$ cat src/hw/rtl/aesp_pkg.sv
`timescale 1ns / 1ps

package aesp_pkg;

    // configuration port
    localparam int CFG_IDX_W  = 1;
    localparam int CFG_DATA_W = 16;
    localparam logic [CFG_IDX_W-1:0] REG_MAX_PATH_LENGTH = 1'b0;
    localparam logic [CFG_IDX_W-1:0] REG_MAX_ENTRY_COUNT = 1'b1;
    localparam logic [12:0] MAX_PATH_LENGTH_RESET = 13'd511;
    localparam logic [15:0] MAX_ENTRY_COUNT_RESET = 16'hFFFF;

    // archive format
    localparam logic [31:0] MAGIC_WORD   = 32'h214B504D;
    localparam logic [7:0]  VERSION_BYTE = 8'h01;
    localparam logic [3:0]  HEADER_LAST  = 4'd10;
    localparam logic [7:0]  KIND_FILE    = 8'h00;
    localparam logic [7:0]  KIND_DIR     = 8'h01;

    // header faults, first one wins
    localparam logic [1:0] FAULT_NONE    = 2'd0;
    localparam logic [1:0] FAULT_MAGIC   = 2'd1;
    localparam logic [1:0] FAULT_VERSION = 2'd2;
    localparam logic [1:0] FAULT_COUNT   = 2'd3;

    // byte roles
    localparam logic [3:0] ROLE_HEADER    = 4'd0;
    localparam logic [3:0] ROLE_TYPE      = 4'd1;
    localparam logic [3:0] ROLE_PATH_LEN  = 4'd2;
    localparam logic [3:0] ROLE_DATA_LEN  = 4'd3;
    localparam logic [3:0] ROLE_PATH      = 4'd4;
    localparam logic [3:0] ROLE_FILE_DATA = 4'd5;
    localparam logic [3:0] ROLE_DIR_DATA  = 4'd6;
    localparam logic [3:0] ROLE_TRAILING  = 4'd7;
    localparam logic [3:0] ROLE_IGNORED   = 4'd8;

    // error codes
    localparam logic [3:0] ERR_NONE        = 4'd0;
    localparam logic [3:0] ERR_TOO_SMALL   = 4'd1;
    localparam logic [3:0] ERR_MAGIC       = 4'd2;
    localparam logic [3:0] ERR_VERSION     = 4'd3;
    localparam logic [3:0] ERR_COUNT       = 4'd4;
    localparam logic [3:0] ERR_HEADER_CUT  = 4'd5;
    localparam logic [3:0] ERR_PATH_LENGTH = 4'd6;
    localparam logic [3:0] ERR_DATA_BOUNDS = 4'd7;
    localparam logic [3:0] ERR_TYPE        = 4'd8;

    typedef struct packed {
        logic [7:0] byte_in;
        logic       last_byte;
    } in_item_t;

    typedef struct packed {
        logic [7:0]  byte_out;
        logic [3:0]  role;
        logic [15:0] entry_index;
        logic        entry_is_dir;
        logic        entry_end;
        logic [15:0] files_done;
        logic [3:0]  error_code;
        logic        archive_ok;
    } out_item_t;

endpackage

$ cat src/hw/rtl/archive_entry_stream_parser_unit.sv
`timescale 1ns / 1ps

// Results are registered. One byte per cycle is taken while s_ready is high;
// the parse state advances in one pass of field/counter logic. A two-entry
// output buffer keeps s_ready up while one result waits. Reset (aresetn low,
// synchronous) empties the buffer, puts the parser at the header and loads
// max_path_length 511, max_entry_count 65535.
module archive_entry_stream_parser_unit
    import aesp_pkg::*;
(
    input  logic                  aclk,
    input  logic                  aresetn,
    input  logic                  s_valid,
    output logic                  s_ready,
    input  in_item_t              s_data,
    output logic                  m_valid,
    input  logic                  m_ready,
    output out_item_t             m_data,
    input  logic                  cfg_wr_en,
    input  logic [CFG_IDX_W-1:0]  cfg_index,
    input  logic [CFG_DATA_W-1:0] cfg_wdata
);

    localparam logic [2:0] PH_HEADER = 3'd0;
    localparam logic [2:0] PH_ENTRY  = 3'd1;
    localparam logic [2:0] PH_PATH   = 3'd2;
    localparam logic [2:0] PH_DATA   = 3'd3;
    localparam logic [2:0] PH_TRAIL  = 3'd4;
    localparam logic [2:0] PH_FAIL   = 3'd5;

    logic [12:0] max_path_length_reg;
    logic [15:0] max_entry_count_reg;

    logic [2:0]  phase_reg,       phase_next;
    logic [3:0]  pos_reg,         pos_next;
    logic [31:0] assembly_reg,    assembly_next;
    logic [1:0]  fault_reg,       fault_next;
    logic [15:0] entries_reg,     entries_next;
    logic [15:0] entry_num_reg,   entry_num_next;
    logic [7:0]  kind_reg,        kind_next;
    logic [15:0] path_rem_reg,    path_rem_next;
    logic [31:0] data_rem_reg,    data_rem_next;
    logic [15:0] files_reg,       files_next;
    logic        failed_reg,      failed_next;

    out_item_t   out_reg,  skid_reg;
    logic        out_valid_reg, skid_valid_reg;
    out_item_t   result;

    logic        push, pop;
    logic [7:0]  b;
    logic        last;
    logic [3:0]  pos;
    logic [31:0] word;
    logic [1:0]  lane;
    logic [7:0]  kind;
    logic [15:0] path_dec;
    logic [31:0] data_dec;
    logic [15:0] entries_dec;
    logic        finish;
    logic [3:0]  role, err;
    logic        isdir;

    assign s_ready = !skid_valid_reg;
    assign m_valid = out_valid_reg;
    assign m_data  = out_reg;
    assign push    = s_valid && s_ready;
    assign pop     = out_valid_reg && m_ready;

    assign b    = s_data.byte_in;
    assign last = s_data.last_byte;
    assign pos  = pos_reg;

    always_comb begin
        phase_next     = phase_reg;
        pos_next       = pos_reg;
        assembly_next  = assembly_reg;
        fault_next     = fault_reg;
        entries_next   = entries_reg;
        entry_num_next = entry_num_reg;
        kind_next      = kind_reg;
        path_rem_next  = path_rem_reg;
        data_rem_next  = data_rem_reg;
        files_next     = files_reg;
        failed_next    = failed_reg;
        role           = ROLE_IGNORED;
        isdir          = 1'b0;
        err            = ERR_NONE;
        finish         = 1'b0;
        word           = 32'd0;
        lane           = 2'd0;
        kind           = kind_reg;
        path_dec       = path_rem_reg - 16'd1;
        data_dec       = data_rem_reg - 32'd1;
        entries_dec    = entries_reg - 16'd1;

        case (phase_reg)
            PH_HEADER: begin
                role = ROLE_HEADER;
                if (pos <= 4'd3) begin
                    lane = pos[1:0];
                    word = (pos == 4'd0) ? {24'd0, b}
                                         : (assembly_reg | ({24'd0, b} << {lane, 3'b000}));
                    assembly_next = word;
                    if (pos == 4'd3 && word != MAGIC_WORD && fault_reg == FAULT_NONE) begin
                        fault_next = FAULT_MAGIC;
                    end
                end else if (pos == 4'd4) begin
                    if (b != VERSION_BYTE && fault_reg == FAULT_NONE) begin
                        fault_next = FAULT_VERSION;
                    end
                end else if (pos <= 4'd8) begin
                    lane = 2'(pos - 4'd5);
                    word = (pos == 4'd5) ? {24'd0, b}
                                         : (assembly_reg | ({24'd0, b} << {lane, 3'b000}));
                    assembly_next = word;
                    if (pos == 4'd8) begin
                        if (word[31:16] != 16'd0 || word[15:0] > max_entry_count_reg) begin
                            if (fault_reg == FAULT_NONE) begin
                                fault_next = FAULT_COUNT;
                            end
                        end else begin
                            entries_next = word[15:0];
                        end
                    end
                end
                if (pos >= HEADER_LAST) begin
                    if (fault_reg != FAULT_NONE) begin
                        err = {2'b00, fault_reg} + 4'd1;
                    end else if (entries_reg == 16'd0) begin
                        phase_next = PH_TRAIL;
                    end else begin
                        phase_next = PH_ENTRY;
                        pos_next   = 4'd0;
                        if (last) err = ERR_HEADER_CUT;
                    end
                end else begin
                    if (last) err = ERR_TOO_SMALL;
                    pos_next = pos + 4'd1;
                end
            end
            PH_ENTRY: begin
                if (pos == 4'd0) kind = b;
                kind_next = kind;
                isdir = (kind == KIND_DIR);
                if (pos == 4'd0) begin
                    role = ROLE_TYPE;
                end else if (pos <= 4'd2) begin
                    role = ROLE_PATH_LEN;
                    path_rem_next = (pos == 4'd1) ? {8'd0, b} : (path_rem_reg | {b, 8'd0});
                end else begin
                    role = ROLE_DATA_LEN;
                    lane = 2'(pos - 4'd3);
                    data_rem_next = (pos == 4'd3) ? {24'd0, b}
                                  : (data_rem_reg | ({24'd0, b} << {lane, 3'b000}));
                end
                if (pos >= 4'd6) begin
                    if (path_rem_reg == 16'd0 || path_rem_reg > {3'd0, max_path_length_reg}
                            || last) begin
                        err = ERR_PATH_LENGTH;
                    end else begin
                        phase_next = PH_PATH;
                    end
                end else begin
                    if (last) err = ERR_HEADER_CUT;
                    pos_next = pos + 4'd1;
                end
            end
            PH_PATH: begin
                role = ROLE_PATH;
                isdir = (kind_reg == KIND_DIR);
                path_rem_next = path_dec;
                if (path_dec == 16'd0) begin
                    if (kind_reg > KIND_DIR) begin
                        err = ERR_TYPE;
                    end else if (data_rem_reg == 32'd0) begin
                        finish = 1'b1;
                    end else if (last) begin
                        err = ERR_DATA_BOUNDS;
                    end else begin
                        phase_next = PH_DATA;
                    end
                end else if (last) begin
                    err = ERR_PATH_LENGTH;
                end
            end
            PH_DATA: begin
                isdir = (kind_reg == KIND_DIR);
                role = isdir ? ROLE_DIR_DATA : ROLE_FILE_DATA;
                data_rem_next = data_dec;
                if (data_dec == 32'd0) begin
                    finish = 1'b1;
                end else if (last) begin
                    err = ERR_DATA_BOUNDS;
                end
            end
            PH_TRAIL: begin
                role = ROLE_TRAILING;
            end
            default: begin
                role = ROLE_IGNORED;
            end
        endcase

        // close the entry; a final byte here with entries left means a cut header
        if (finish) begin
            if (kind_reg == KIND_FILE) files_next = files_reg + 16'd1;
            entry_num_next = entry_num_reg + 16'd1;
            entries_next   = entries_dec;
            if (entries_dec == 16'd0) begin
                phase_next = PH_TRAIL;
            end else begin
                phase_next = PH_ENTRY;
                pos_next   = 4'd0;
                if (last) err = ERR_HEADER_CUT;
            end
        end

        if (err != ERR_NONE) begin
            failed_next = 1'b1;
            phase_next  = PH_FAIL;
        end

        result.byte_out     = b;
        result.role         = role;
        result.entry_index  = entry_num_reg;
        result.entry_is_dir = isdir;
        result.entry_end    = finish;
        result.files_done   = files_next;
        result.error_code   = err;
        result.archive_ok   = last && !failed_next;

        if (last) begin
            phase_next     = PH_HEADER;
            pos_next       = 4'd0;
            assembly_next  = 32'd0;
            fault_next     = FAULT_NONE;
            entries_next   = 16'd0;
            entry_num_next = 16'd0;
            kind_next      = 8'd0;
            path_rem_next  = 16'd0;
            data_rem_next  = 32'd0;
            files_next     = 16'd0;
            failed_next    = 1'b0;
        end
    end

    always_ff @(posedge aclk) begin
        if (!aresetn) begin
            max_path_length_reg <= MAX_PATH_LENGTH_RESET;
            max_entry_count_reg <= MAX_ENTRY_COUNT_RESET;
        end else if (cfg_wr_en) begin
            case (cfg_index)
                REG_MAX_PATH_LENGTH: max_path_length_reg <= cfg_wdata[12:0];
                REG_MAX_ENTRY_COUNT: max_entry_count_reg <= cfg_wdata[15:0];
                default: ;
            endcase
        end
    end

    always_ff @(posedge aclk) begin
        if (!aresetn) begin
            phase_reg     <= PH_HEADER;
            pos_reg       <= 4'd0;
            assembly_reg  <= 32'd0;
            fault_reg     <= FAULT_NONE;
            entries_reg   <= 16'd0;
            entry_num_reg <= 16'd0;
            kind_reg      <= 8'd0;
            path_rem_reg  <= 16'd0;
            data_rem_reg  <= 32'd0;
            files_reg     <= 16'd0;
            failed_reg    <= 1'b0;
        end else if (push) begin
            phase_reg     <= phase_next;
            pos_reg       <= pos_next;
            assembly_reg  <= assembly_next;
            fault_reg     <= fault_next;
            entries_reg   <= entries_next;
            entry_num_reg <= entry_num_next;
            kind_reg      <= kind_next;
            path_rem_reg  <= path_rem_next;
            data_rem_reg  <= data_rem_next;
            files_reg     <= files_next;
            failed_reg    <= failed_next;
        end
    end

    // two-entry output buffer: out_reg drives m_, skid_reg catches a stalled transfer
    always_ff @(posedge aclk) begin
        if (!aresetn) begin
            out_valid_reg  <= 1'b0;
            skid_valid_reg <= 1'b0;
        end else if (skid_valid_reg) begin
            if (pop) begin
                out_reg        <= skid_reg;
                skid_valid_reg <= 1'b0;
            end
        end else if (push) begin
            if (!out_valid_reg || pop) begin
                out_reg       <= result;
                out_valid_reg <= 1'b1;
            end else begin
                skid_reg       <= result;
                skid_valid_reg <= 1'b1;
            end
        end else if (pop) begin
            out_valid_reg <= 1'b0;
        end
    end

endmodule

$ cat config.mk
export PLATFORM = sky130hd
export DESIGN_NAME = archive_entry_stream_parser_unit
export DESIGN_NICKNAME = d
export VERILOG_FILES = /design/src/hw/rtl/aesp_pkg.sv /design/src/hw/rtl/archive_entry_stream_parser_unit.sv
export SDC_FILE = /design/constraint.sdc
export NUM_CORES = 1
export LEC_CHECK = 0
export ABC_AREA = 1
export BUFFER_PORTS_ARGS = -buffer_cell sky130_fd_sc_hd__buf_2
export CAP_MARGIN = 25
export CORE_MARGIN = 1
export CORE_UTILIZATION = 46
export DETAILED_ROUTE_END_ITERATION = 8
export HOLD_SLACK_MARGIN = 0.12
export SLEW_MARGIN = 20
export SYNTH_ARGS = -nofsm -noshare
export SYNTH_HDL_FRONTEND = slang
export SYNTH_SLANG_ARGS = --single-unit
$ cat constraint.sdc
create_clock -name aclk -period 8.2 [get_ports aclk]
set_clock_uncertainty 0.05 [all_clocks]
set_input_delay 1.23 -clock aclk [delete_from_list [all_inputs] [get_ports aclk]]
set_output_delay 1.23 -clock aclk [all_outputs]
set_load 0.02 [all_outputs]
==> results.md <==
* Largest net degree at the start of global routing at 73
* Hold Path Depth at 2
* # DRC at 9
* Placement row count at roughly 70
* Gr usage total at 0.298
* CP Data Required Time at between 8000 and 9000 ps
* Crit path DAT at roughly 5400 ps
* Longest Clk Path Bufs at 3
* Critical Path End Type: register
* Asr flop ratio synth at 0
* GR Layer Usage met3 at 0.0416
* Final min period at about 5000 ps
* Hold crit path type: register to register
* Top Ports at 84
* Synth cell types at 52
* Syn Area/Cell at around 7.0 sq um
* Vias at approximately 17000
* Inserted Clock Buffers at 34
* Comb pwr share at 0.213
* Sequential fraction of design power at 0.385
* #FFs+latches synth at 279
* Setup TNS at 0 ps
* Max-cap violation count at 0
* Failing checks: design-rule violations
* Initial DRC Count at approximately 1400
* Top cells by count, synth: nand2_1, nor2_1, inv_1
* R2R setup slack at 3150 ps
* Top post-synthesis cells by area: dfxtp_1, edfxtp_1, nand2_1
* Grt met2 use at 0.476
* Pwr dens at 215 nW/um^2
* Post-CTS setup buffer count at 0
* Area share of the largest cell type after synthesis at 0.211
* Synth Instances at roughly 2400
* Worst IR drop on VDD at roughly 0.00023 V
* Number of diodes at 0
* Routed Antenna Nets at 0
* H-tree depth at 2
* First-pass iteration count of the detailed router at 8
* Share of layout cells above drive strength 1 at 0.0818
* Sw Ratio at 0.315
* Fin. max-slew vios at 0
* Avg WL per Cell at approximately 19 um
* Main flop type after synthesis: dfxtp_1
* Worst Path Max Fanout at 33
* Layout Nets at approximately 2500
* EDFF count, synth at ~100
* Int Power at 2750 uW
* Clock root buffer: clkbuf_16
* DP Wirelength at 39800 um
* Setup Viol. Count Final at 0
* Reg-to-reg startpoint: pos[1]
* Psw at approximately 1300 uW
* Clock share of power at 0.402
* Grt met1 use at 0.411
* Grt ovf at 0
* Critical register-to-register path endpoint: entries_reg[0]
* Syn Std Cell Area at around 17000 sq um
* Slew headroom at 0.215
* Unrepaired setup endpoints after global routing: no
* Placer Congestion at a little under 1
* I/O Buffers at 83
* Initial core utilization at 0.470
* Area leader, netlist: dfxtp_1
* CTS Hold Bufs at 0
* Clock Pin Slew Worst Setup and Hold Paths at approximately 60 ps
* Post-Place Cells at approximately 2900
* First-pass GRT wire length at between 80000 and 90000 um
* Final Cycle Share at 0.615
* Net Count, Synth at about 2500
* Die Wd at slightly below 200 um
* Grt peak-use layer: met2
* HP Start: assembly_reg[21]
* Lkg Pwr at roughly 0.0079 uW
* CTS tree: done
* F_max at approximately 200 MHz
* Worst r2r path cells at 19
* Initial antenna violation count at 0
* Vias in the first global route at between 15000 and 20000
* Num Clock Sinks at about 280
* Final hold viol count at 0
* CP Launch Type: register
* Crit Path Category: register to register
* Fin cells at slightly below 3000
* Die ar. at 37300 sq um
* Top-count cell post-synth: nand2_1
* Synthesis-to-layout area growth at 11.5%
* Worst-Margin Slew at ~1200 ps
* Ys Warns at 0
* Min-Delay Endpoint: assembly_reg[21]
* Status: finished with violations
* Clk_lat worst skew at 540 ps
* Die Height at approximately 190 um
* Area of the core at 35700 sq um
* Drt via density at roughly 5.7
* Final wirelength at between 50000 and 60000 um
* Cts repair resizes at 0
* Sequential area share after synthesis at 0.394
[per-layer routing]
metal | share of wire | vias up
met5 | 0 | -
met4 | 0.031 | 0
met3 | 0.068 | 93
met2 | 0.45 | 592
met1 | 0.45 | 7801
li1 | - | 8122
[critical path, stage by stage, from the launching register on]
cell	delay [ps]
dfxtp_1	760
inv_1	570
ha_1	450
buf_4	350
inv_1	200
nor2_1	200
o21ai_0	100
inv_1	140
ha_1	260
a21oi_1	150
o21a_1	130
nor2_1	40
a31oi_1	140
nand4_1	110
nand2_1	110
nand2_1	120
o21ai_4	690
o21ai_0	200
nand2_1	100
nor2_1	50
[layout make-up]
cell class                      count  area [sq um]
Multi-Input combinational cell   1760          8770
Tap cell                          461           577
Fill cell                        3563         17000
Inverter                          263           991
Timing Repair Buffer              105           581
Clock inverter                     18           240
Sequential cell                   279          6610
Clock buffer                       43           946
[cell families after synthesis]
family | count (synthesis) | synth area share
AND/OR/NAND/NOR | 1148 | 0.286
AO/OA/AOI/OAI | 521 | 0.178
buffers and inverters | 368 | 0.0849
flip-flops | 279 | 0.394
XOR/XNOR | 48 | 0.0259
adder cells (fa/ha/maj) | 43 | 0.0321
[metrics by stage]
stage	instance area [sq um]	worst slack (ps)	total power (uW)	utilization	hold WS (ps)
2_1_floorplan	16800	2290	2160	-	385
3_3_place_gp	17500	3400	2410	0.490	401
3_5_place_dp	17500	3350	2410	0.490	415
4_1_cts	18700	3280	4030	0.523	425
5_1_grt	18700	2650	4210	0.523	446
6_report	18700	3150	4010	0.523	429
[cells in the final DEF, fill, tap and decap left out, types with 7 or more instances in the layout]
cell / n
nand2_1: 636
nor2_1: 263
inv_1: 253
o21ai_0: 200
dfxtp_1: 176
a21oi_1: 155
nand3_1: 128
edfxtp_1: 102
buf_2: 83
o211ai_1: 52
nand4_1: 46
ha_1: 43
xor2_1: 40
clkbuf_16: 35
nor3_1: 24
buf_4: 22
a31oi_1: 21
o22ai_1: 18
o21ai_1: 16
o21bai_1: 15
a211oi_1: 14
nor4_1: 13
nor2_2: 11
clkinv_1: 7
[power groups by stage]
| stage | sequential (uW) | clock (uW) | combinational (uW) |
|---|---|---|---|
| after floorplan | 1580 | 0 | 585 |
| after global placement | 1570 | 0 | 834 |
| after detailed placement | 1570 | 0 | 838 |
| after CTS | 1540 | 1650 | 843 |
| after global routing | 1550 | 1700 | 956 |
| final | 1540 | 1610 | 857 |
[worst max path at each step]
stage	cells after the start	slack, ps	from	to
floorplan	4	2290	aresetn	skid_reg[0]
global placement	19	3400	pos[1]	entries_reg[11]
detailed placement	19	3350	pos[1]	entries_reg[0]
CTS	19	3280	pos[1]	entries_reg[11]
global route	19	2650	pos[1]	entries_reg[0]
finish	19	3150	pos[1]	entries_reg[0]
No activity file was read; power rests on OpenSTA's default activity.
